File: config.mk
export PLATFORM = sky130hd
export DESIGN_NAME = cmm_sqrt_cell
export DESIGN_NICKNAME = d
export VERILOG_FILES = /design/src/design/complex_min_max_tracker_defines.svh /design/src/design/cmm_pkg.sv /design/src/design/cmm_sqrt_cell.sv
export SDC_FILE = /design/constraint.sdc
export NUM_CORES = 1
export LEC_CHECK = 0
export BUFFER_PORTS_ARGS = -buffer_cell sky130_fd_sc_hd__buf_2
export CORE_UTILIZATION = 25
export CTS_CLUSTER_SIZE = 8
export DETAILED_ROUTE_END_ITERATION = 8
export PLACE_DENSITY_LB_ADDON = 0.2
export SLEW_MARGIN = 20
export SYNTH_ARGS = -nofsm -noshare
export SYNTH_HDL_FRONTEND = slang
export SYNTH_SLANG_ARGS = --single-unit
File: constraint.sdc
create_clock -name clk -period 1.03 [get_ports clk]
set_input_delay 0.2575 -clock clk [delete_from_list [all_inputs] [get_ports clk]]
set_output_delay 0.2575 -clock clk [all_outputs]
set_load 0.05 [all_outputs]
File: src/design/complex_min_max_tracker_defines.svh
// ----------------------------------------------------------------------------
// complex_min_max_tracker_defines.svh
// Assertion macros for the tracker RTL (used by cmm_stats).
// ----------------------------------------------------------------------------
`ifndef COMPLEX_MIN_MAX_TRACKER_DEFINES_SVH
`define COMPLEX_MIN_MAX_TRACKER_DEFINES_SVH

`ifndef ASSERT_OFF
// same-cycle implication
`define CMM_ASSERT_IMP(label, clk, rst_n, ante, cons) \
    label: assert property (@(posedge clk) disable iff (!rst_n) (ante) |-> (cons)) \
        else $error("assertion failed");
// next-cycle implication
`define CMM_ASSERT_NXT(label, clk, rst_n, ante, cons) \
    label: assert property (@(posedge clk) disable iff (!rst_n) (ante) |=> (cons)) \
        else $error("assertion failed");
`else
`define CMM_ASSERT_IMP(label, clk, rst_n, ante, cons)
`define CMM_ASSERT_NXT(label, clk, rst_n, ante, cons)
`endif

`endif

File: src/design/cmm_pkg.sv
// ----------------------------------------------------------------------------
// cmm_pkg
// Shared constants and types for the min/max tracker.
// ----------------------------------------------------------------------------
package cmm_pkg;

    localparam int SAMPLE_WIDTH_DEF = 32;
    localparam int COUNT_WIDTH_DEF  = 32;

    localparam int FIELD_WIDTH = 32;
    localparam int LEVEL_WIDTH = 31;
    localparam int DATA_WIDTH  = 32;
    localparam int ADDR_WIDTH  = 3;

    // register byte addresses
    localparam logic [ADDR_WIDTH-1:0] REG_BLANK_LEVEL = 3'd0;

    localparam logic [LEVEL_WIDTH-1:0] LEVEL_RESET = 31'h7FFF_FFFF;
    localparam logic signed [FIELD_WIDTH-1:0] LOW_RESET  = 32'sh7FFF_FFFF;
    localparam logic signed [FIELD_WIDTH-1:0] HIGH_RESET = 32'sh8000_0001;

    // per-sample control that travels with the data
    typedef struct packed {
        logic is_complex;
        logic first;
        logic last;
        logic re_blank;
        logic im_blank;
    } flags_t;

    localparam int FLAGS_WIDTH = $bits(flags_t);

endpackage

File: src/design/cmm_sqrt_cell.sv
// ----------------------------------------------------------------------------
// cmm_sqrt_cell
// One digit of the integer square root; resolves one root bit per cell.
// ----------------------------------------------------------------------------
module cmm_sqrt_cell #(
    parameter int SAMPLE_WIDTH = cmm_pkg::SAMPLE_WIDTH_DEF,
    parameter int SIDE_WIDTH   = 2 * cmm_pkg::SAMPLE_WIDTH_DEF + cmm_pkg::FLAGS_WIDTH
) (
    input  logic                      clk,
    input  logic                      rst_n,
    input  logic                      adv,
    input  logic                      in_valid,
    input  logic [2*SAMPLE_WIDTH-1:0] in_rad,
    input  logic [SAMPLE_WIDTH+1:0]   in_rem,
    input  logic [SAMPLE_WIDTH-1:0]   in_root,
    input  logic [SIDE_WIDTH-1:0]     in_side,
    output logic                      out_valid,
    output logic [2*SAMPLE_WIDTH-1:0] out_rad,
    output logic [SAMPLE_WIDTH+1:0]   out_rem,
    output logic [SAMPLE_WIDTH-1:0]   out_root,
    output logic [SIDE_WIDTH-1:0]     out_side
);

    localparam int PW = 2 * SAMPLE_WIDTH;
    localparam int RW = SAMPLE_WIDTH + 2;

    logic [RW-1:0]           rem_sh;
    logic [RW-1:0]           trial;
    logic                    take;
    logic [RW-1:0]           rem_next;
    logic [SAMPLE_WIDTH-1:0] root_next;
    logic [PW-1:0]           rad_next;

    logic                    valid_reg;
    logic [PW-1:0]           rad_reg;
    logic [RW-1:0]           rem_reg;
    logic [SAMPLE_WIDTH-1:0] root_reg;
    logic [SIDE_WIDTH-1:0]   side_reg;

    // remainder stays below 2^SAMPLE_WIDTH before the shift
    assign rem_sh    = {in_rem[SAMPLE_WIDTH-1:0], in_rad[PW-1 -: 2]};
    assign trial     = {in_root, 2'b01};
    assign take      = (rem_sh >= trial);
    assign rem_next  = take ? (rem_sh - trial) : rem_sh;
    assign root_next = {in_root[SAMPLE_WIDTH-2:0], take};
    assign rad_next  = {in_rad[PW-3:0], 2'b00};

    always_ff @(posedge clk or negedge rst_n)
    begin
        if (!rst_n)
        begin
            valid_reg <= 1'b0;
        end
        else if (adv)
        begin
            valid_reg <= in_valid;
        end
    end

    always_ff @(posedge clk)
    begin
        if (adv)
        begin
            rad_reg  <= rad_next;
            rem_reg  <= rem_next;
            root_reg <= root_next;
            side_reg <= in_side;
        end
    end

    assign out_valid = valid_reg;
    assign out_rad   = rad_reg;
    assign out_rem   = rem_reg;
    assign out_root  = root_reg;
    assign out_side  = side_reg;

endmodule

==> results.tsv <==
stage	metric	value	unit
sta	Max Clk Rate	476	MHz
clock_tree	Sink Count	198	
synth	mux cell area share after synthesis	0.00134	
sta	Hold Worst Slack	39.6	ps
worst_setup_path	worst endpoint required time	1230	ps
global_routing	largest net degree at the start of global routing	37	
placement	PortBufs	398	
finish	Layout fillers	2859	
synth	Yosys top cell area share	0.704	
global_routing	number of global-route vias before repair	7833	
sta	fin crit period	2100	ps
sta	RSZ-0062 raised after global routing	yes	
finish	synth-to-layout area growth	92.6	%
synth	FFs w/ async S/R, synth	0.00505	
worst_setup_path	arrival time worst endpoint	2310	ps
synth	XOR/XNOR Fraction of Synth Area	0.0281	
synth	register area share after synthesis	0.707	
clock_tree	CTS root buf	clkbuf_16	
worst_setup_path	critical path's top delay family	compound AO/OA/AOI/OAI gates	
synth	Netlist cell types	62	
routing	Routed WL	31800	um
run_status	status	finished, violations left	
power_and_ir_drop	peak supply drop	1.16	mV
synth	Synth Area per Inst	14.4	um^2
synth	Warnings, synthesis	0	
finish	layout cells sized above 1	0.504	
synth	Mapped Area	0.00841	mm^2
global_routing	initial antenna violation count	2	
die	Ports	403	
finish	nets	1538	
clock_tree	Longest Clk Path Bufs	2	
worst_setup_path	critical path type	primary input to register	
clock_tree	number of H-tree levels	4	
placement	pre-CTS WS	-1700	ps
min_path	worst hold-check path type	primary input to register	
routing	via/cell ratio	4.29	
sta	worst setup margin	-1070	ps
worst_setup_path	Setup crit end kind	register	
global_routing	GRT overflow	0	
synth	Adder-Cell Fraction of Synth Area	0.0506	
sta	max-slew violations	0	
worst_setup_path	crit path cell chain	buf_8 -> ha_4 -> a211o_1 -> a21oi_2 -> o211ai_1 -> a221oi_2 -> nor2_2 -> a21boi_4 -> buf_12 -> buf_8 -> inv_4 -> a31o_1	
die	die height	185	um
synth	largest cells by area after synthesis	edfxtp_1, ha_1, nand2_1, inv_1, a21oi_1	
power_and_ir_drop	total power draw	25.3	mW
synth	Synth Area in Simple Gates	0.0662	
global_routing	total track usage	0.176	
synth	count leader, synth	edfxtp_1	
run_status	failing checks	setup timing	
power_and_ir_drop	PwrDens	1560	mW/mm^2
global_routing	first-pass GRT wire length	44900	um
synth	Synth Instances	585	
worst_setup_path	Crit Path Max Fanout	4	
worst_setup_path	Buf/Inv on CP	4	
synth	Synth area leader	edfxtp_1	
clock_tree	CTS tree	yes	
clock_tree	cts bufs inserted	17	
synth	Synth Area in Compound Gates	0.113	
worst_setup_path	startpoint types	primary input	
worst_setup_path	Crit path top cell by count	buf_8	
die	core box area	0.0328	mm^2
die	die area	0.0344	mm^2
job	maxcap violations	0	
synth	largest family of logic cells by synthesized area	compound AO/OA/AOI/OAI gates	
routing	Routed Antenna Nets	0	
die	standard-cell rows	66	
routing	DR pass1 iterations	4	
finish	Final Non-Filler Cells	1755	
synth	Post-synth EDFFs	197	
sta	Final Hold Vio Count	0	
routing	routed len/inst	18.1	um
sta	Setup Skew	0	ps
clock_tree	CTS clk-pin slew, worst paths	80	ps
placement	placed instance count	1549	
power_and_ir_drop	leakage	6.92	nW
clock_tree	Skew-Pair Late Insertion Delay	430	ps
synth	top_reg_cell synth	edfxtp_1	
synth	#FFs+latches synth	198	
routing	vias after detailed routing	7525	
die	Starting Density	0.256	
placement	DP HPWL	22300	um
synth	top post-synthesis cells by count	edfxtp_1, nand2_1, inv_1	
sta	final period utilization	2.04	
placement	RD Place Congestion	0.774	
die	Die W	185	um
worst_setup_path	largest stage delay on the critical path	360	ps
worst_setup_path	Crit-path slowest cell	a221oi_2	
sta	final setup violation count	233	
routing	DRC	0	
routing	initial DRC count	305	
[sequential cells by signal, summed over array words and instances, names as in the netlist]
register and cells:
out_valid 1, out_rem 34, out_side 69, out_rad 62, out_root 32
[routing by layer]
metal	global-route usage	vias to the layer above	routed length, um
li1	-	3631	-
met2	0.317	245	16500
met3	0.0464	46	1970
met4	0.0740	2	925
met5	0	-	13
met1	0.194	3601	12400
[power by group]
part / switching, mW / leakage (nW) / internal (mW)
sequential: 0.346 / 1.94 / 9.73
combinational: 4.80 / 4.70 / 3.58
clock: 3.21 / 0.279 / 3.60
total: 8.35 / 6.92 / 16.9
[path summary, 6_finish.rpt]
kind | from | endpoint | slack [ps] | cells past startpoint
setup / recovery | in_rem[9] | out_rem[31] | -1070 | 12
hold / removal | in_root[16] | out_root[17] | 40 | 1
setup reg to reg | out_valid | out_valid | 260 | 1
hold reg to reg | out_valid | out_valid | 550 | 1
max in group asynchronous | rst_n | out_valid | 830 | 2
min in group asynchronous | rst_n | out_valid | 120 | 2
[timing repair]
action	in CTS	in global routing
setup buffers	7	6
gates resized for setup	431	56
hold buffers	160	0
pin swaps	25	22
endpoints found under the setup margin	233	233
hold endpoints to repair	160	0
cloned	0	2
[cell usage in the layout, fill, tap and decap left out, types with 4 or more instances in the layout]
| cell | count |
|---|---|
| buf_6 | 210 |
| nor2_1 | 19 |
| xor2_1 | 13 |
| o21bai_1 | 5 |
| nand2_1 | 50 |
| o211ai_1 | 4 |
| inv_6 | 5 |
| buf_2 | 188 |
| clkbuf_16 | 18 |
| o21a_1 | 5 |
| inv_1 | 36 |
| ha_4 | 21 |
| a21oi_1 | 32 |
| o21ai_0 | 14 |
| edfxtp_1 | 197 |
| a21o_1 | 11 |
| xnor2_1 | 13 |
| o21ai_1 | 28 |
| buf_4 | 138 |
| buf_8 | 4 |
| nand3_1 | 7 |
| dlygate4sd3_1 | 160 |
| nand4_1 | 7 |
| a21oi_2 | 5 |
| inv_2 | 7 |
| ha_1 | 13 |
| buf_12 | 9 |
[per-stage QoR]
step	util	setup TNS [ps]	area [um^2]
after floorplan	-	-42220	8640
after global placement	0.373	-69110	12200
after detailed placement	0.373	-68110	12200
after CTS	0.483	-87450	15800
after global routing	0.494	-92390	16200
final	0.494	-80560	16200
[cell type report]
type | instances | area (um^2) | share of cell area
Timing Repair Buffer | 711 | 6220 | 0.384
Sequential cell | 198 | 5940 | 0.367
Multi-Input combinational cell | 324 | 2680 | 0.166
Tap cell | 442 | 553 | 0.0342
Clock buffer | 17 | 425 | 0.0263
Inverter | 49 | 221 | 0.0137
Clock inverter | 13 | 146 | 0.00904
Antenna cell | 1 | 2.50 | 0.000155
[cells by family (layout without fill, tap and decap cells)]
group	after synthesis	after routing
buffers and inverters	64	790
flip-flops	198	198
AO/OA/AOI/OAI	144	144
other	1	3
multiplexers	1	1
XOR/XNOR	27	27
AND/OR/NAND/NOR	116	116
adder cells (fa/ha/maj)	34	34
Power figures use the tool's default switching activity.
