==> src/design/complex_min_max_tracker_defines.svh <==
// ----------------------------------------------------------------------------
// complex_min_max_tracker_defines.svh
// Assertion macros for the tracker RTL (used by cmm_stats).
// ----------------------------------------------------------------------------
`ifndef COMPLEX_MIN_MAX_TRACKER_DEFINES_SVH
`define COMPLEX_MIN_MAX_TRACKER_DEFINES_SVH

`ifndef ASSERT_OFF
// same-cycle implication
`define CMM_ASSERT_IMP(label, clk, rst_n, ante, cons) \
    label: assert property (@(posedge clk) disable iff (!rst_n) (ante) |-> (cons)) \
        else $error("assertion failed");
// next-cycle implication
`define CMM_ASSERT_NXT(label, clk, rst_n, ante, cons) \
    label: assert property (@(posedge clk) disable iff (!rst_n) (ante) |=> (cons)) \
        else $error("assertion failed");
`else
`define CMM_ASSERT_IMP(label, clk, rst_n, ante, cons)
`define CMM_ASSERT_NXT(label, clk, rst_n, ante, cons)
`endif

`endif

==> src/design/cmm_pkg.sv <==
// ----------------------------------------------------------------------------
// cmm_pkg
// Shared constants and types for the min/max tracker.
// ----------------------------------------------------------------------------
package cmm_pkg;

    localparam int SAMPLE_WIDTH_DEF = 32;
    localparam int COUNT_WIDTH_DEF  = 32;

    localparam int FIELD_WIDTH = 32;
    localparam int LEVEL_WIDTH = 31;
    localparam int DATA_WIDTH  = 32;
    localparam int ADDR_WIDTH  = 3;

    // register byte addresses
    localparam logic [ADDR_WIDTH-1:0] REG_BLANK_LEVEL = 3'd0;

    localparam logic [LEVEL_WIDTH-1:0] LEVEL_RESET = 31'h7FFF_FFFF;
    localparam logic signed [FIELD_WIDTH-1:0] LOW_RESET  = 32'sh7FFF_FFFF;
    localparam logic signed [FIELD_WIDTH-1:0] HIGH_RESET = 32'sh8000_0001;

    // per-sample control that travels with the data
    typedef struct packed {
        logic is_complex;
        logic first;
        logic last;
        logic re_blank;
        logic im_blank;
    } flags_t;

    localparam int FLAGS_WIDTH = $bits(flags_t);

endpackage

==> src/design/cmm_front.sv <==
// ----------------------------------------------------------------------------
// cmm_front
// Input stage: blank check, absolute values, squares and sum of squares.
// ----------------------------------------------------------------------------
module cmm_front #(
    parameter int SAMPLE_WIDTH = cmm_pkg::SAMPLE_WIDTH_DEF
) (
    input  logic                                   clk,
    input  logic                                   rst_n,
    input  logic                                   adv,
    input  logic                                   in_valid,
    input  logic signed [cmm_pkg::FIELD_WIDTH-1:0] real_part,
    input  logic signed [cmm_pkg::FIELD_WIDTH-1:0] imag_part,
    input  logic                                   is_complex,
    input  logic                                   first,
    input  logic                                   last,
    input  logic [cmm_pkg::LEVEL_WIDTH-1:0]        blank_level,
    output logic                                   d_valid,
    output logic [2*SAMPLE_WIDTH-1:0]              d_sum,
    output logic signed [SAMPLE_WIDTH-1:0]         d_re,
    output logic signed [SAMPLE_WIDTH-1:0]         d_im,
    output cmm_pkg::flags_t                        d_flags
);

    localparam int PW = 2 * SAMPLE_WIDTH;

    logic signed [SAMPLE_WIDTH-1:0] re_in;
    logic signed [SAMPLE_WIDTH-1:0] im_in;
    logic signed [32:0]             re_ext;
    logic signed [32:0]             im_ext;
    logic signed [32:0]             lvl_ext;
    cmm_pkg::flags_t                flags_in;

    // stage A: sample and blank flags
    logic                           a_valid_reg;
    logic signed [SAMPLE_WIDTH-1:0] a_re_reg;
    logic signed [SAMPLE_WIDTH-1:0] a_im_reg;
    cmm_pkg::flags_t                a_flags_reg;
    // stage B: magnitudes of the parts
    logic                           b_valid_reg;
    logic [SAMPLE_WIDTH-1:0]        b_ar_reg;
    logic [SAMPLE_WIDTH-1:0]        b_ai_reg;
    logic [SAMPLE_WIDTH-1:0]        b_ar_next;
    logic [SAMPLE_WIDTH-1:0]        b_ai_next;
    logic signed [SAMPLE_WIDTH-1:0] b_re_reg;
    logic signed [SAMPLE_WIDTH-1:0] b_im_reg;
    cmm_pkg::flags_t                b_flags_reg;
    // stage C: squares
    logic                           c_valid_reg;
    logic [PW-1:0]                  c_rr_reg;
    logic [PW-1:0]                  c_ii_reg;
    logic signed [SAMPLE_WIDTH-1:0] c_re_reg;
    logic signed [SAMPLE_WIDTH-1:0] c_im_reg;
    cmm_pkg::flags_t                c_flags_reg;
    // stage D: sum of squares
    logic                           d_valid_reg;
    logic [PW-1:0]                  d_sum_reg;
    logic signed [SAMPLE_WIDTH-1:0] d_re_reg;
    logic signed [SAMPLE_WIDTH-1:0] d_im_reg;
    cmm_pkg::flags_t                d_flags_reg;

    assign re_in   = real_part[SAMPLE_WIDTH-1:0];
    assign im_in   = imag_part[SAMPLE_WIDTH-1:0];
    assign re_ext  = 33'(re_in);
    assign im_ext  = 33'(im_in);
    assign lvl_ext = {2'b00, blank_level};

    always_comb
    begin
        flags_in.is_complex = is_complex;
        flags_in.first      = first;
        flags_in.last       = last;
        flags_in.re_blank   = (re_ext >= lvl_ext);
        flags_in.im_blank   = (im_ext >= lvl_ext);
    end

    // -x of the most negative value reads back correctly as unsigned
    assign b_ar_next = a_re_reg[SAMPLE_WIDTH-1] ? $unsigned(-a_re_reg) : $unsigned(a_re_reg);
    assign b_ai_next = a_im_reg[SAMPLE_WIDTH-1] ? $unsigned(-a_im_reg) : $unsigned(a_im_reg);

    always_ff @(posedge clk or negedge rst_n)
    begin
        if (!rst_n)
        begin
            a_valid_reg <= 1'b0;
            b_valid_reg <= 1'b0;
            c_valid_reg <= 1'b0;
            d_valid_reg <= 1'b0;
        end
        else if (adv)
        begin
            a_valid_reg <= in_valid;
            b_valid_reg <= a_valid_reg;
            c_valid_reg <= b_valid_reg;
            d_valid_reg <= c_valid_reg;
        end
    end

    always_ff @(posedge clk)
    begin
        if (adv)
        begin
            a_re_reg    <= re_in;
            a_im_reg    <= im_in;
            a_flags_reg <= flags_in;

            b_ar_reg    <= b_ar_next;
            b_ai_reg    <= b_ai_next;
            b_re_reg    <= a_re_reg;
            b_im_reg    <= a_im_reg;
            b_flags_reg <= a_flags_reg;

            c_rr_reg    <= PW'(b_ar_reg) * PW'(b_ar_reg);
            c_ii_reg    <= PW'(b_ai_reg) * PW'(b_ai_reg);
            c_re_reg    <= b_re_reg;
            c_im_reg    <= b_im_reg;
            c_flags_reg <= b_flags_reg;

            d_sum_reg   <= c_rr_reg + c_ii_reg;
            d_re_reg    <= c_re_reg;
            d_im_reg    <= c_im_reg;
            d_flags_reg <= c_flags_reg;
        end
    end

    assign d_valid = d_valid_reg;
    assign d_sum   = d_sum_reg;
    assign d_re    = d_re_reg;
    assign d_im    = d_im_reg;
    assign d_flags = d_flags_reg;

endmodule

==> config.mk <==
export PLATFORM = sky130hd
export DESIGN_NAME = cmm_front
export DESIGN_NICKNAME = d
export VERILOG_FILES = /design/src/design/complex_min_max_tracker_defines.svh /design/src/design/cmm_pkg.sv /design/src/design/cmm_front.sv
export SDC_FILE = /design/constraint.sdc
export NUM_CORES = 2
export LEC_CHECK = 0
export BUFFER_PORTS_ARGS = -buffer_cell sky130_fd_sc_hd__buf_2
export CAP_MARGIN = 10
export CORE_UTILIZATION = 66
export DETAILED_ROUTE_END_ITERATION = 16
export GPL_ROUTABILITY_DRIVEN = 0
export PLACE_DENSITY = 0.84
export SLEW_MARGIN = 20
export SYNTH_ARGS = -nofsm -noshare
export SYNTH_HDL_FRONTEND = slang
export SYNTH_SLANG_ARGS = --single-unit
==> constraint.sdc <==
create_clock -name clk -period 8.3 [get_ports clk]
set_input_delay 0.83 -clock clk [delete_from_list [all_inputs] [get_ports clk]]
set_output_delay 0.83 -clock clk [all_outputs]
set_load 0.02 [all_outputs]
==> flow_metrics.py <==
metrics = {
    "logic_synthesis": {
        "synth_seq_area_share_pct": 19.6,
        "yosys_register_bits": 530,
        "async_flop_share_pct": 0.755,
        "synthCells": 7762,
        "synth-compound-area-share_pct": 6.46,
        "synthMuxAreaShare_pct": 0.133,
        "synth_fa_ha_area_share_pct": 50.2,
        "synth_edf_count": 526,
        "synthFlopType": "edfxtp_1",
        "synth_xor_area_share_pct": 3.48,
        "yosys.area_share.simple_pct": 9.67,
        "ys_types": 91,
        "syn-num-nets": 10200,
        "syn-cell-area_sq_mm": 0.0810,
        "postSynthAreaPerCell_sq_um": 10.4,
        "ys_warn_count": 0,
        "synth_top_family_by_area": "adder cells",
    },
    "floorplanning": {
        "ios": 236,
        "start_util_pct": 66.5,
        "fp.dieArea_sq_mm": 0.124,
        "core_sq_mm": 0.122,
        "die_x_microns": 352,
        "die_h_microns": 352,
        "row_count": 128,
    },
    "critical_path": {
        "critical_path.most_common_cell": "fa_1",
        "slowest_stage": "edfxtp_1",
        "worstSetupPathType": "flop to flop",
        "crit_path_max_incr_delay_ns": 0.63,
        "required_ns": 8.68,
        "reg2reg_depth": 24,
        "startpoint_type": "flop",
        "ff2ff_setup_slack_ns": 0.09,
        "cp.arrival_ns": 8.59,
        "worstReg2RegEnd": "c_rr_reg[62]$_DFFE_PP_",
        "rr_startpoint": "b_ar_reg[12]$_DFFE_PP_",
        "crit_fanout": 13,
        "crit_path_cell_trace": "buf_4 > and2_1 > fa_1 > inv_1 > fa_1 > inv_1 > fa_1 > inv_1 > fa_1 > inv_1 > fa_1 > fa_1 > fa_1 > fa_1 > ha_1 > a21oi_1 > nand2_1 > o31ai_1 > o31a_1 > o21ai_0 > a211oi_2 > nor2_1 > a311oi_1 > xnor2_1",
        "worst_setup_path_end_kind": "flop",
    },
    "drt": {
        "firstDrtPassIters": 6,
        "wl_mm": 209,
        "viasPerCell": 5.90,
        "vias": 57000,
        "antenna_left": 0,
        "drcViolationCount": 0,
        "first_iter_violations": 5427,
        "wl_per_cell_microns": 21.6,
    },
    "cts": {
        "clock_path_buffers": 3,
        "insertion_delay_ns": 0.66,
        "cts.sinks": 530,
        "path_clk_slew_ns": 0.07,
        "cts_buffers": 54,
        "htreeDepth": 2,
        "cts-root-buf": "clkbuf_16",
        "cts_tree": "yes",
    },
    "sta": {
        "worstMarginPinSlew_ns": 1.01,
        "finalHoldViolations": 0,
        "period_needed_ns": 8.21,
        "tns_ns": 0,
        "worst_hold_slack_ns": 0.355,
        "finalWorstSetupSlack_ns": 0.0854,
        "slew_viol_final": 0,
        "clock.fmax_mhz": 122,
        "finalClockSkew_ns": 0.0519,
        "period_share_pct": 99.0,
        "setup_violations": 0,
        "slew-limit-headroom_pct": 32.5,
    },
    "place": {
        "portBuffers": 235,
        "detailedPlace.worstSlack_ns": 0.0951,
        "dpl.hpwl_mm": 171,
    },
    "finish": {
        "final_cell_mix": "inv_1, fa_1, ha_1, nand2_1, edfxtp_1",
        "syn2layout_area_growth_pct": 7.68,
        "fillers": 7951,
        "post-route-util_pct": 71.7,
        "largest_reg_flops": 64,
        "drive_gt1_share_pct": 8.02,
        "nets": 10400,
        "diodes": 0,
        "final_common_cell": "inv_1",
    },
    "global_route": {
        "grt_max_degree": 158,
        "track_usage_pct": 34.5,
        "grt_pass1_wl_mm": 332,
        "grt_pass1_vias": 62900,
        "antenna_found_initial": 15,
        "grt-ovfl-total": 0,
    },
    "worst_hold_path": {
        "worstHoldPathCells": 1,
        "whs_endpoint": "a_flags_reg[2]$_DFFE_PP_",
        "min-delay-start": "last",
        "worstHoldPathType": "input port to flop",
    },
    "flow_run": {
        "maxCapViolCount": 0,
    },
    "outcome": {
        "status": "finished, final reports clean",
    },
}
## worst max-delay path: cells and delay by family (launching register included)
family	cells	cell delay, ns
buffers and inverters	5	0.57
xor gates and xnor gates	1	0.10
and+or+nand+nor	3	0.39
AOI/OAI and AO/OA	6	1.72
DFF	1	0.63
adders and majority gates	9	4.55
## logic make-up after synthesis
family	Yosys count
multiplexers	10
XOR/XNOR	322
flip-flops	530
AO/OA/AOI/OAI	778
AND/OR/NAND/NOR	1575
buffers and inverters	2245
adder cells (fa/ha/maj)	2302
## per-layer routing
layer | wire (microns) | global-route usage (%)
met1 | 72800 | 42.6
met2 | 101000 | 57.5
met3 | 22900 | 7.75
met4 | 12300 | 17.1
met5 | 45 | 0
## area by class of cell
type | instances | area [sq um] | share of cell area [%]
clock buffer | 57 | 1360 | 1.56
clock inverter | 43 | 512 | 0.587
inverter | 1966 | 7380 | 8.47
multi-input combinational | 4987 | 56700 | 65.0
sequential | 530 | 15900 | 18.2
tap | 1625 | 2030 | 2.33
timing repair buffer | 462 | 3300 | 3.78
## synth_stat cells (all sizes together), types with 13 or more instances
library cell  count  share of area, %
and2            491               3.8
nor2b            31              0.24
nor2            160              0.74
a21o            151               1.4
o41ai            13              0.17
xnor2           193               2.1
o21ai           144              0.90
o21a             23              0.21
a21oi           216               1.3
inv            1966               9.1
and3             18              0.14
xor2            129               1.4
a31oi            36              0.32
a211oi           21              0.21
clkbuf          268               1.2
nand2           651               3.0
nor3             23              0.14
a31o             27              0.29
edfxtp          526                20
o31ai            29              0.33
fa             1581                39
nand3            33              0.20
nor4             14              0.11
o211ai           13              0.12
or2              16              0.12
ha              721                11
o21bai           38              0.36
nand4            67              0.52
nand2b           26              0.20
## through the flow
| step | std cells | area [sq um] |
|---|---|---|
| after global placement | 9515 | 84700 |
| after floorplan | 7762 | 81000 |
| after CTS | 9616 | 86600 |
| after detailed placement | 9515 | 84700 |
| final | 9670 | 87200 |
| after global routing | 9670 | 87200 |
## worst max-delay path by stage
stage | startpoint | to | slack (ns) | depth (start not counted)
after floorplan | b_ai_reg[5]$_DFFE_PP_ | c_ii_reg[63]$_DFFE_PP_ | 0.61 | 26
after global placement | b_ai_reg[4]$_DFFE_PP_ | c_ii_reg[63]$_DFFE_PP_ | 0.19 | 24
after detailed placement | b_ai_reg[4]$_DFFE_PP_ | c_ii_reg[60]$_DFFE_PP_ | 0.1 | 25
after CTS | b_ar_reg[15]$_DFFE_PP_ | c_rr_reg[59]$_DFFE_PP_ | 0.01 | 23
after global routing | b_ar_reg[17]$_DFFE_PP_ | c_rr_reg[61]$_DFFE_PP_ | -0.01 | 26
final | b_ar_reg[12]$_DFFE_PP_ | c_rr_reg[62]$_DFFE_PP_ | 0.09 | 24
## what timing repair did
item / CTS / global route
hold endpoints to repair: 4 / 0
setup endpoints to repair: 0 / 33
hold buffers: 1 / 0
resized for setup: 0 / 22
buffers inserted: 0 / 54
Power is left out: the tool's default activity adds up to more than one toggle a clock period on the data nets, which glitch-free logic cannot reach.
