`src/design/complex_min_max_tracker_defines.svh`:
```
// ----------------------------------------------------------------------------
// complex_min_max_tracker_defines.svh
// Assertion macros for the tracker RTL (used by cmm_stats).
// ----------------------------------------------------------------------------
`ifndef COMPLEX_MIN_MAX_TRACKER_DEFINES_SVH
`define COMPLEX_MIN_MAX_TRACKER_DEFINES_SVH

`ifndef ASSERT_OFF
// same-cycle implication
`define CMM_ASSERT_IMP(label, clk, rst_n, ante, cons) \
    label: assert property (@(posedge clk) disable iff (!rst_n) (ante) |-> (cons)) \
        else $error("assertion failed");
// next-cycle implication
`define CMM_ASSERT_NXT(label, clk, rst_n, ante, cons) \
    label: assert property (@(posedge clk) disable iff (!rst_n) (ante) |=> (cons)) \
        else $error("assertion failed");
`else
`define CMM_ASSERT_IMP(label, clk, rst_n, ante, cons)
`define CMM_ASSERT_NXT(label, clk, rst_n, ante, cons)
`endif

`endif

```
`src/design/cmm_pkg.sv`:
```
// ----------------------------------------------------------------------------
// cmm_pkg
// Shared constants and types for the min/max tracker.
// ----------------------------------------------------------------------------
package cmm_pkg;

    localparam int SAMPLE_WIDTH_DEF = 32;
    localparam int COUNT_WIDTH_DEF  = 32;

    localparam int FIELD_WIDTH = 32;
    localparam int LEVEL_WIDTH = 31;
    localparam int DATA_WIDTH  = 32;
    localparam int ADDR_WIDTH  = 3;

    // register byte addresses
    localparam logic [ADDR_WIDTH-1:0] REG_BLANK_LEVEL = 3'd0;

    localparam logic [LEVEL_WIDTH-1:0] LEVEL_RESET = 31'h7FFF_FFFF;
    localparam logic signed [FIELD_WIDTH-1:0] LOW_RESET  = 32'sh7FFF_FFFF;
    localparam logic signed [FIELD_WIDTH-1:0] HIGH_RESET = 32'sh8000_0001;

    // per-sample control that travels with the data
    typedef struct packed {
        logic is_complex;
        logic first;
        logic last;
        logic re_blank;
        logic im_blank;
    } flags_t;

    localparam int FLAGS_WIDTH = $bits(flags_t);

endpackage

```
`src/design/cmm_stats.sv`:
```
// ----------------------------------------------------------------------------
// cmm_stats
// Running extremes, blank counter and the result register.
// ----------------------------------------------------------------------------
`include "complex_min_max_tracker_defines.svh"

module cmm_stats #(
    parameter int SAMPLE_WIDTH = cmm_pkg::SAMPLE_WIDTH_DEF,
    parameter int COUNT_WIDTH  = cmm_pkg::COUNT_WIDTH_DEF
) (
    input  logic                                   clk,
    input  logic                                   rst_n,
    input  logic                                   adv,
    input  logic                                   in_valid,
    input  logic [SAMPLE_WIDTH-1:0]                in_mag,
    input  logic signed [SAMPLE_WIDTH-1:0]         in_re,
    input  logic signed [SAMPLE_WIDTH-1:0]         in_im,
    input  cmm_pkg::flags_t                        in_flags,
    input  logic [cmm_pkg::LEVEL_WIDTH-1:0]        blank_level,
    output logic                                   out_valid,
    output logic signed [cmm_pkg::FIELD_WIDTH-1:0] real_min,
    output logic signed [cmm_pkg::FIELD_WIDTH-1:0] real_max,
    output logic signed [cmm_pkg::FIELD_WIDTH-1:0] imag_min,
    output logic signed [cmm_pkg::FIELD_WIDTH-1:0] imag_max,
    output logic [cmm_pkg::FIELD_WIDTH-1:0]        mag_min,
    output logic [cmm_pkg::FIELD_WIDTH-1:0]        mag_max,
    output logic [cmm_pkg::FIELD_WIDTH-1:0]        blank_count,
    output logic                                   complex_seen
);

    localparam int FW = cmm_pkg::FIELD_WIDTH;

    logic signed [FW-1:0]   lvl;
    logic signed [FW-1:0]   re32;
    logic signed [FW-1:0]   im32;
    logic [FW-1:0]          mag32;
    logic                   take_re;
    logic                   take_im;
    logic                   bump;

    logic signed [FW-1:0]   base_low_real;
    logic signed [FW-1:0]   base_high_real;
    logic signed [FW-1:0]   base_low_imag;
    logic signed [FW-1:0]   base_high_imag;
    logic [FW-1:0]          base_low_mag;
    logic [FW-1:0]          base_high_mag;
    logic [COUNT_WIDTH-1:0] base_cnt;
    logic                   base_seen;

    logic signed [FW-1:0]   low_real_reg,  low_real_next;
    logic signed [FW-1:0]   high_real_reg, high_real_next;
    logic signed [FW-1:0]   low_imag_reg,  low_imag_next;
    logic signed [FW-1:0]   high_imag_reg, high_imag_next;
    logic [FW-1:0]          low_mag_reg,   low_mag_next;
    logic [FW-1:0]          high_mag_reg,  high_mag_next;
    logic [COUNT_WIDTH-1:0] cnt_reg,       cnt_next;
    logic                   imag_seen_reg, imag_seen_next;
    logic [FW-1:0]          cnt_out;

    logic                   out_valid_reg;
    logic signed [FW-1:0]   real_min_reg;
    logic signed [FW-1:0]   real_max_reg;
    logic signed [FW-1:0]   imag_min_reg;
    logic signed [FW-1:0]   imag_max_reg;
    logic [FW-1:0]          mag_min_reg;
    logic [FW-1:0]          mag_max_reg;
    logic [FW-1:0]          blank_count_reg;
    logic                   complex_seen_reg;

    assign lvl   = {1'b0, blank_level};
    assign re32  = FW'(in_re);
    assign im32  = FW'(in_im);
    assign mag32 = FW'(in_mag);

    // a blanked real part drops the whole sample
    assign take_re = !in_flags.re_blank;
    assign take_im = take_re && in_flags.is_complex && !in_flags.im_blank;
    assign bump    = in_flags.re_blank || (in_flags.is_complex && in_flags.im_blank);

    always_comb
    begin
        // first restarts the statistics; real and imag extremes load from the current blank level
        base_low_real  = in_flags.first ? lvl          : low_real_reg;
        base_high_real = in_flags.first ? -lvl         : high_real_reg;
        base_low_imag  = in_flags.first ? lvl          : low_imag_reg;
        base_high_imag = in_flags.first ? -lvl         : high_imag_reg;
        base_low_mag   = in_flags.first ? '1           : low_mag_reg;
        base_high_mag  = in_flags.first ? '0           : high_mag_reg;
        base_cnt       = in_flags.first ? '0           : cnt_reg;
        base_seen      = in_flags.first ? 1'b0         : imag_seen_reg;

        low_real_next  = (take_re && re32 < base_low_real)   ? re32  : base_low_real;
        high_real_next = (take_re && re32 > base_high_real)  ? re32  : base_high_real;
        low_imag_next  = (take_im && im32 < base_low_imag)   ? im32  : base_low_imag;
        high_imag_next = (take_im && im32 > base_high_imag)  ? im32  : base_high_imag;
        low_mag_next   = (take_im && mag32 < base_low_mag)   ? mag32 : base_low_mag;
        high_mag_next  = (take_im && mag32 > base_high_mag)  ? mag32 : base_high_mag;
        cnt_next       = (bump && base_cnt != '1) ? (base_cnt + COUNT_WIDTH'(1)) : base_cnt;
        imag_seen_next = base_seen || take_im;
    end

    // result view of the counter clips at 32 bits
    generate
        if (COUNT_WIDTH > FW)
        begin : g_cnt_clip
            assign cnt_out = (|cnt_next[COUNT_WIDTH-1:FW]) ? '1 : cnt_next[FW-1:0];
        end
        else
        begin : g_cnt_ext
            assign cnt_out = FW'(cnt_next);
        end
    endgenerate

    always_ff @(posedge clk or negedge rst_n)
    begin
        if (!rst_n)
        begin
            low_real_reg  <= cmm_pkg::LOW_RESET;
            high_real_reg <= cmm_pkg::HIGH_RESET;
            low_imag_reg  <= cmm_pkg::LOW_RESET;
            high_imag_reg <= cmm_pkg::HIGH_RESET;
            low_mag_reg   <= '1;
            high_mag_reg  <= '0;
            cnt_reg       <= '0;
            imag_seen_reg <= 1'b0;
            out_valid_reg <= 1'b0;
        end
        else if (adv)
        begin
            if (in_valid)
            begin
                low_real_reg  <= low_real_next;
                high_real_reg <= high_real_next;
                low_imag_reg  <= low_imag_next;
                high_imag_reg <= high_imag_next;
                low_mag_reg   <= low_mag_next;
                high_mag_reg  <= high_mag_next;
                cnt_reg       <= cnt_next;
                imag_seen_reg <= imag_seen_next;
            end
            out_valid_reg <= in_valid && in_flags.last;
        end
    end

    always_ff @(posedge clk)
    begin
        if (adv && in_valid && in_flags.last)
        begin
            real_min_reg     <= low_real_next;
            real_max_reg     <= high_real_next;
            imag_min_reg     <= low_imag_next;
            imag_max_reg     <= high_imag_next;
            mag_min_reg      <= low_mag_next;
            mag_max_reg      <= high_mag_next;
            blank_count_reg  <= cnt_out;
            complex_seen_reg <= imag_seen_next;
        end
    end

    assign out_valid    = out_valid_reg;
    assign real_min     = real_min_reg;
    assign real_max     = real_max_reg;
    assign imag_min     = imag_min_reg;
    assign imag_max     = imag_max_reg;
    assign mag_min      = mag_min_reg;
    assign mag_max      = mag_max_reg;
    assign blank_count  = blank_count_reg;
    assign complex_seen = complex_seen_reg;

    `CMM_ASSERT_IMP(a_imag_order, clk, rst_n, imag_seen_reg, low_imag_reg <= high_imag_reg && low_mag_reg <= high_mag_reg)
    `CMM_ASSERT_IMP(a_mag_empty, clk, rst_n, out_valid_reg && !complex_seen_reg, mag_min_reg == '1 && mag_max_reg == '0)
    `CMM_ASSERT_NXT(a_cnt_mono, clk, rst_n, adv && in_valid && !in_flags.first, cnt_reg >= $past(cnt_reg))

endmodule

```
`config.mk`:
```
export PLATFORM = sky130hd
export DESIGN_NAME = cmm_stats
export DESIGN_NICKNAME = d
export VERILOG_FILES = /design/src/design/cmm_pkg.sv /design/src/design/cmm_stats.sv
export VERILOG_INCLUDE_DIRS = /design/src /design/src/design
export SDC_FILE = /design/constraint.sdc
export NUM_CORES = 1
export LEC_CHECK = 0
export ABC_AREA = 1
export BUFFER_PORTS_ARGS = -buffer_cell sky130_fd_sc_hd__buf_2
export CORE_MARGIN = 1.5
export CORE_UTILIZATION = 42
export DETAILED_ROUTE_END_ITERATION = 10
export GPL_TIMING_DRIVEN = 0
export PLACE_DENSITY_LB_ADDON = 0.1
export SLEW_MARGIN = 0
export SYNTH_ARGS = -nofsm -noshare
export SYNTH_HDL_FRONTEND = slang
export SYNTH_SLANG_ARGS = --single-unit
```
`constraint.sdc`:
```
create_clock -name clk -period 6.5 [get_ports clk]
set_input_delay 0.325 -clock clk [delete_from_list [all_inputs] [get_ports clk]]
set_output_delay 0.325 -clock clk [all_outputs]
set_load 0.05 [all_outputs]
```
==> run metrics <==
fin. max-slew vios 0; HP Class in2reg; drt total wl 93400 um; clock-pin slew on the worst setup and hold paths 0.06 ns; Reg power frac 0.412; Die Span Y approximately 260 um; Leak Pwr about 15 nW; via count approximately 24000; grt total ovfl 0; Num CTS Buffers 52; mapped cell area 0.0273 sq mm; crit path max fanout 10; proportion of layout cells with a drive suffix above 1 0.177; Critical Path AT 5.49 ns; register area share after synthesis 0.459; worst slew pin tran between 1 and 1.5 ns; post_cts resized 0; outcome finished, final reports clean; clock skew 0.0275 ns; fin crit share 0.793; critical path class in2reg; Async S/R FF share, synth 0.501; core area 0.0643 sq mm; Slew HR 0.125; H-tree levels 2; worst setup margin 1.35 ns; Synth Net Count 3588; Die X 258 um; first-pass GRT wire length approximately 140000 um; internal power 5.86 mW; Final Hold Violating Endpoints 0; switch share 0.318; area occupied by multi-input gates 0.0130 sq mm; Synth Register Bits 451; synth warn 0; fin crit period approximately 5.2 ns; clk_lat worst skew 0.63 ns; Post-Synthesis Cells 3261; Logic pwr share 0.227; worst slack, placed 0.859 ns; GP Congestion 0.956; DRC 0; f_max 194 MHz; Vias/cell 5.22; initial detailed-routing violation count about 1700; sequential cell area about 0.013 sq mm; crit path launch type input port; CTS tree built; clock network power share 0.361; Site Rows 93; CTS root buffer clkbuf_16; pin count of the biggest net entering global routing 79; Setup crit end kind register; drt first pass iters 8; Primary FF master, synth edfxtp_1; # fillers 6336; Yosys cell types 57; dpl hpwl about 74000 um; Fin Setup TNS 0 ns; Die ar. 0.0665 sq mm; maximum vdd ir drop 0.000231 V; RSZ-0062 raised after global routing no; number of global-route vias before repair 22700; Final setup viols 0; final net count 4013; TritonCTS sink count about 450; Ports 362; Area Growth Syn to Fin 18.2%; switching power total 2.73 mW; max cap viols 0; All-Layer GR Usage 0.277; Starting Density 0.424; post-route ant nets 0; Worst EP required 6.84 ns; WL/cell 20.3 um; Avg Cell Area, Syn 8.37 sq um; number of synthesized flops with an enable pin 225; pwr/cell area roughly 270 mW/mm^2; Max Root-Sink Buffers 3; I/O Buffers 360; initial antenna violation count 23
==> path summary, 6_finish.rpt <==
kind	from	endpoint	slack (ns)	depth (start not counted)
max	in_flags[3]	imag_max[17]$_DFFE_PP_	1.35	17
min in group asynchronous	rst_n	high_mag_reg[5]$_DFFE_PN0P_	0.27	2
max reg2reg	high_imag_reg[31]$_DFFE_PN1P_	imag_max[17]$_DFFE_PP_	2.99	9
min	in_flags[2]	out_valid$_DFFE_PN0P_	0.05	3
max in group asynchronous	rst_n	low_real_reg[12]$_DFFE_PN1P_	4.89	4
min reg2reg	low_mag_reg[13]$_DFFE_PN1P_	low_mag_reg[13]$_DFFE_PN1P_	0.47	2
==> metrics by stage <==
step	cells	hold slack [ns]	util	cell area (sq um)	power [mW]
6_report	4595	0.0485	0.501	32200	8.60
5_1_grt	4592	0.0516	0.501	32200	9.04
4_1_cts	4585	0.0253	0.501	32200	8.67
3_5_place_dp	4485	0.354	0.472	30400	5.53
3_3_place_gp	4476	0.455	0.469	30200	5.51
2_1_floorplan	3261	0.0294	-	27300	4.91
==> power groups by stage <==
stage / combinational [mW] / clock [mW] / sequential (mW)
6_report: 1.95 / 3.10 / 3.54
5_1_grt: 2.19 / 3.27 / 3.57
4_1_cts: 1.96 / 3.17 / 3.54
3_5_place_dp: 1.95 / 0 / 3.59
3_3_place_gp: 1.92 / 0 / 3.60
2_1_floorplan: 1.14 / 0 / 3.77
==> layout by cell type (no fill, tap or decap), types with 7 or more instances in the layout <==
cell type,n
nand2_1,966
buf_2,379
nand3_1,281
inv_1,269
edfxtp_1,225
and2_1,192
ha_1,191
nand4_1,189
a21oi_1,173
dfrtp_1,128
nor2_1,126
clkbuf_1,104
dfstp_2,98
o21ai_0,71
clkbuf_16,55
nor3_1,26
xor2_1,21
buf_1,18
nor2_2,13
xnor2_1,13
nand2_2,12
nor4_1,11
diode_2,10
buf_4,10
o21ai_1,10
buf_6,8
o211ai_1,8
nor3_2,7
clkinv_2,7
clkbuf_8,7
==> worst max-delay path, stage by stage <==
cell and delay (ns):
buf_2 0.12, buf_6 0.24, buf_6 0.25, buf_4 0.27, buf_2 0.49, clkbuf_1 0.78, nand2_1 0.30, nand2_1 0.13
inv_1 0.06, ha_1 0.30, nand4_1 0.16, nor4_1 0.35, a41oi_1 0.48, nand3_1 0.37, clkbuf_1 0.48, nand2_1 0.13
and2_1 0.22
==> kinds of logic (layout without fill, tap and decap cells) <==
family | Yosys count | in the layout | synth area share
mux | 6 | 6 | 0.00220
flops | 451 | 451 | 0.459
fa+ha+maj | 191 | 191 | 0.0876
buf+inv | 430 | 899 | 0.0638
compound gates | 295 | 295 | 0.0580
simple gates | 1850 | 1850 | 0.316
other cells | 0 | 10 | 0
xor+xnor | 38 | 38 | 0.0133
==> cells in the mapped netlist, drive strengths merged, types with 5 or more instances <==
cell / count / area [sq um]
nand3: 285 / 1450
nand2: 980 / 3730
dfrtp: 128 / 3200
mux2i: 6 / 60.1
o211ai: 8 / 60.1
a31oi: 5 / 31.3
o21ai: 87 / 458
a211oi: 6 / 45.0
ha: 191 / 2390
inv: 274 / 1030
nor2: 145 / 623
nor4: 16 / 131
o21a: 6 / 45.0
edfxtp: 225 / 6760
and2: 192 / 1200
dfstp: 98 / 2570
xnor2: 15 / 146
clkbuf: 98 / 368
buf: 56 / 333
a21oi: 173 / 866
nor3: 34 / 216
xor2: 23 / 216
nand4: 189 / 1180
==> area by class of cell <==
class,instances,share of cell area
buffer,154,0.0217
timing repair buffer,371,0.0631
multi-input combinational,2380,0.404
tap,855,0.0332
inverter,276,0.0323
antenna,10,0.000776
clock buffer,68,0.0464
clock inverter,30,0.00994
sequential,451,0.389
==> layer usage <==
layer,part of all wire,global-route usage
met1,0.45,0.384
met2,0.44,0.430
met3,0.068,0.0543
met4,0.036,0.0994
met5,0.0013,0
==> what timing repair did <==
action,4_1_cts,5_1_grt
hold buffers,2,0
endpoints found under the hold margin,39,0
endpoints found under the setup margin,0,0
buffers inserted,0,0
Power figures use the tool's default switching activity.
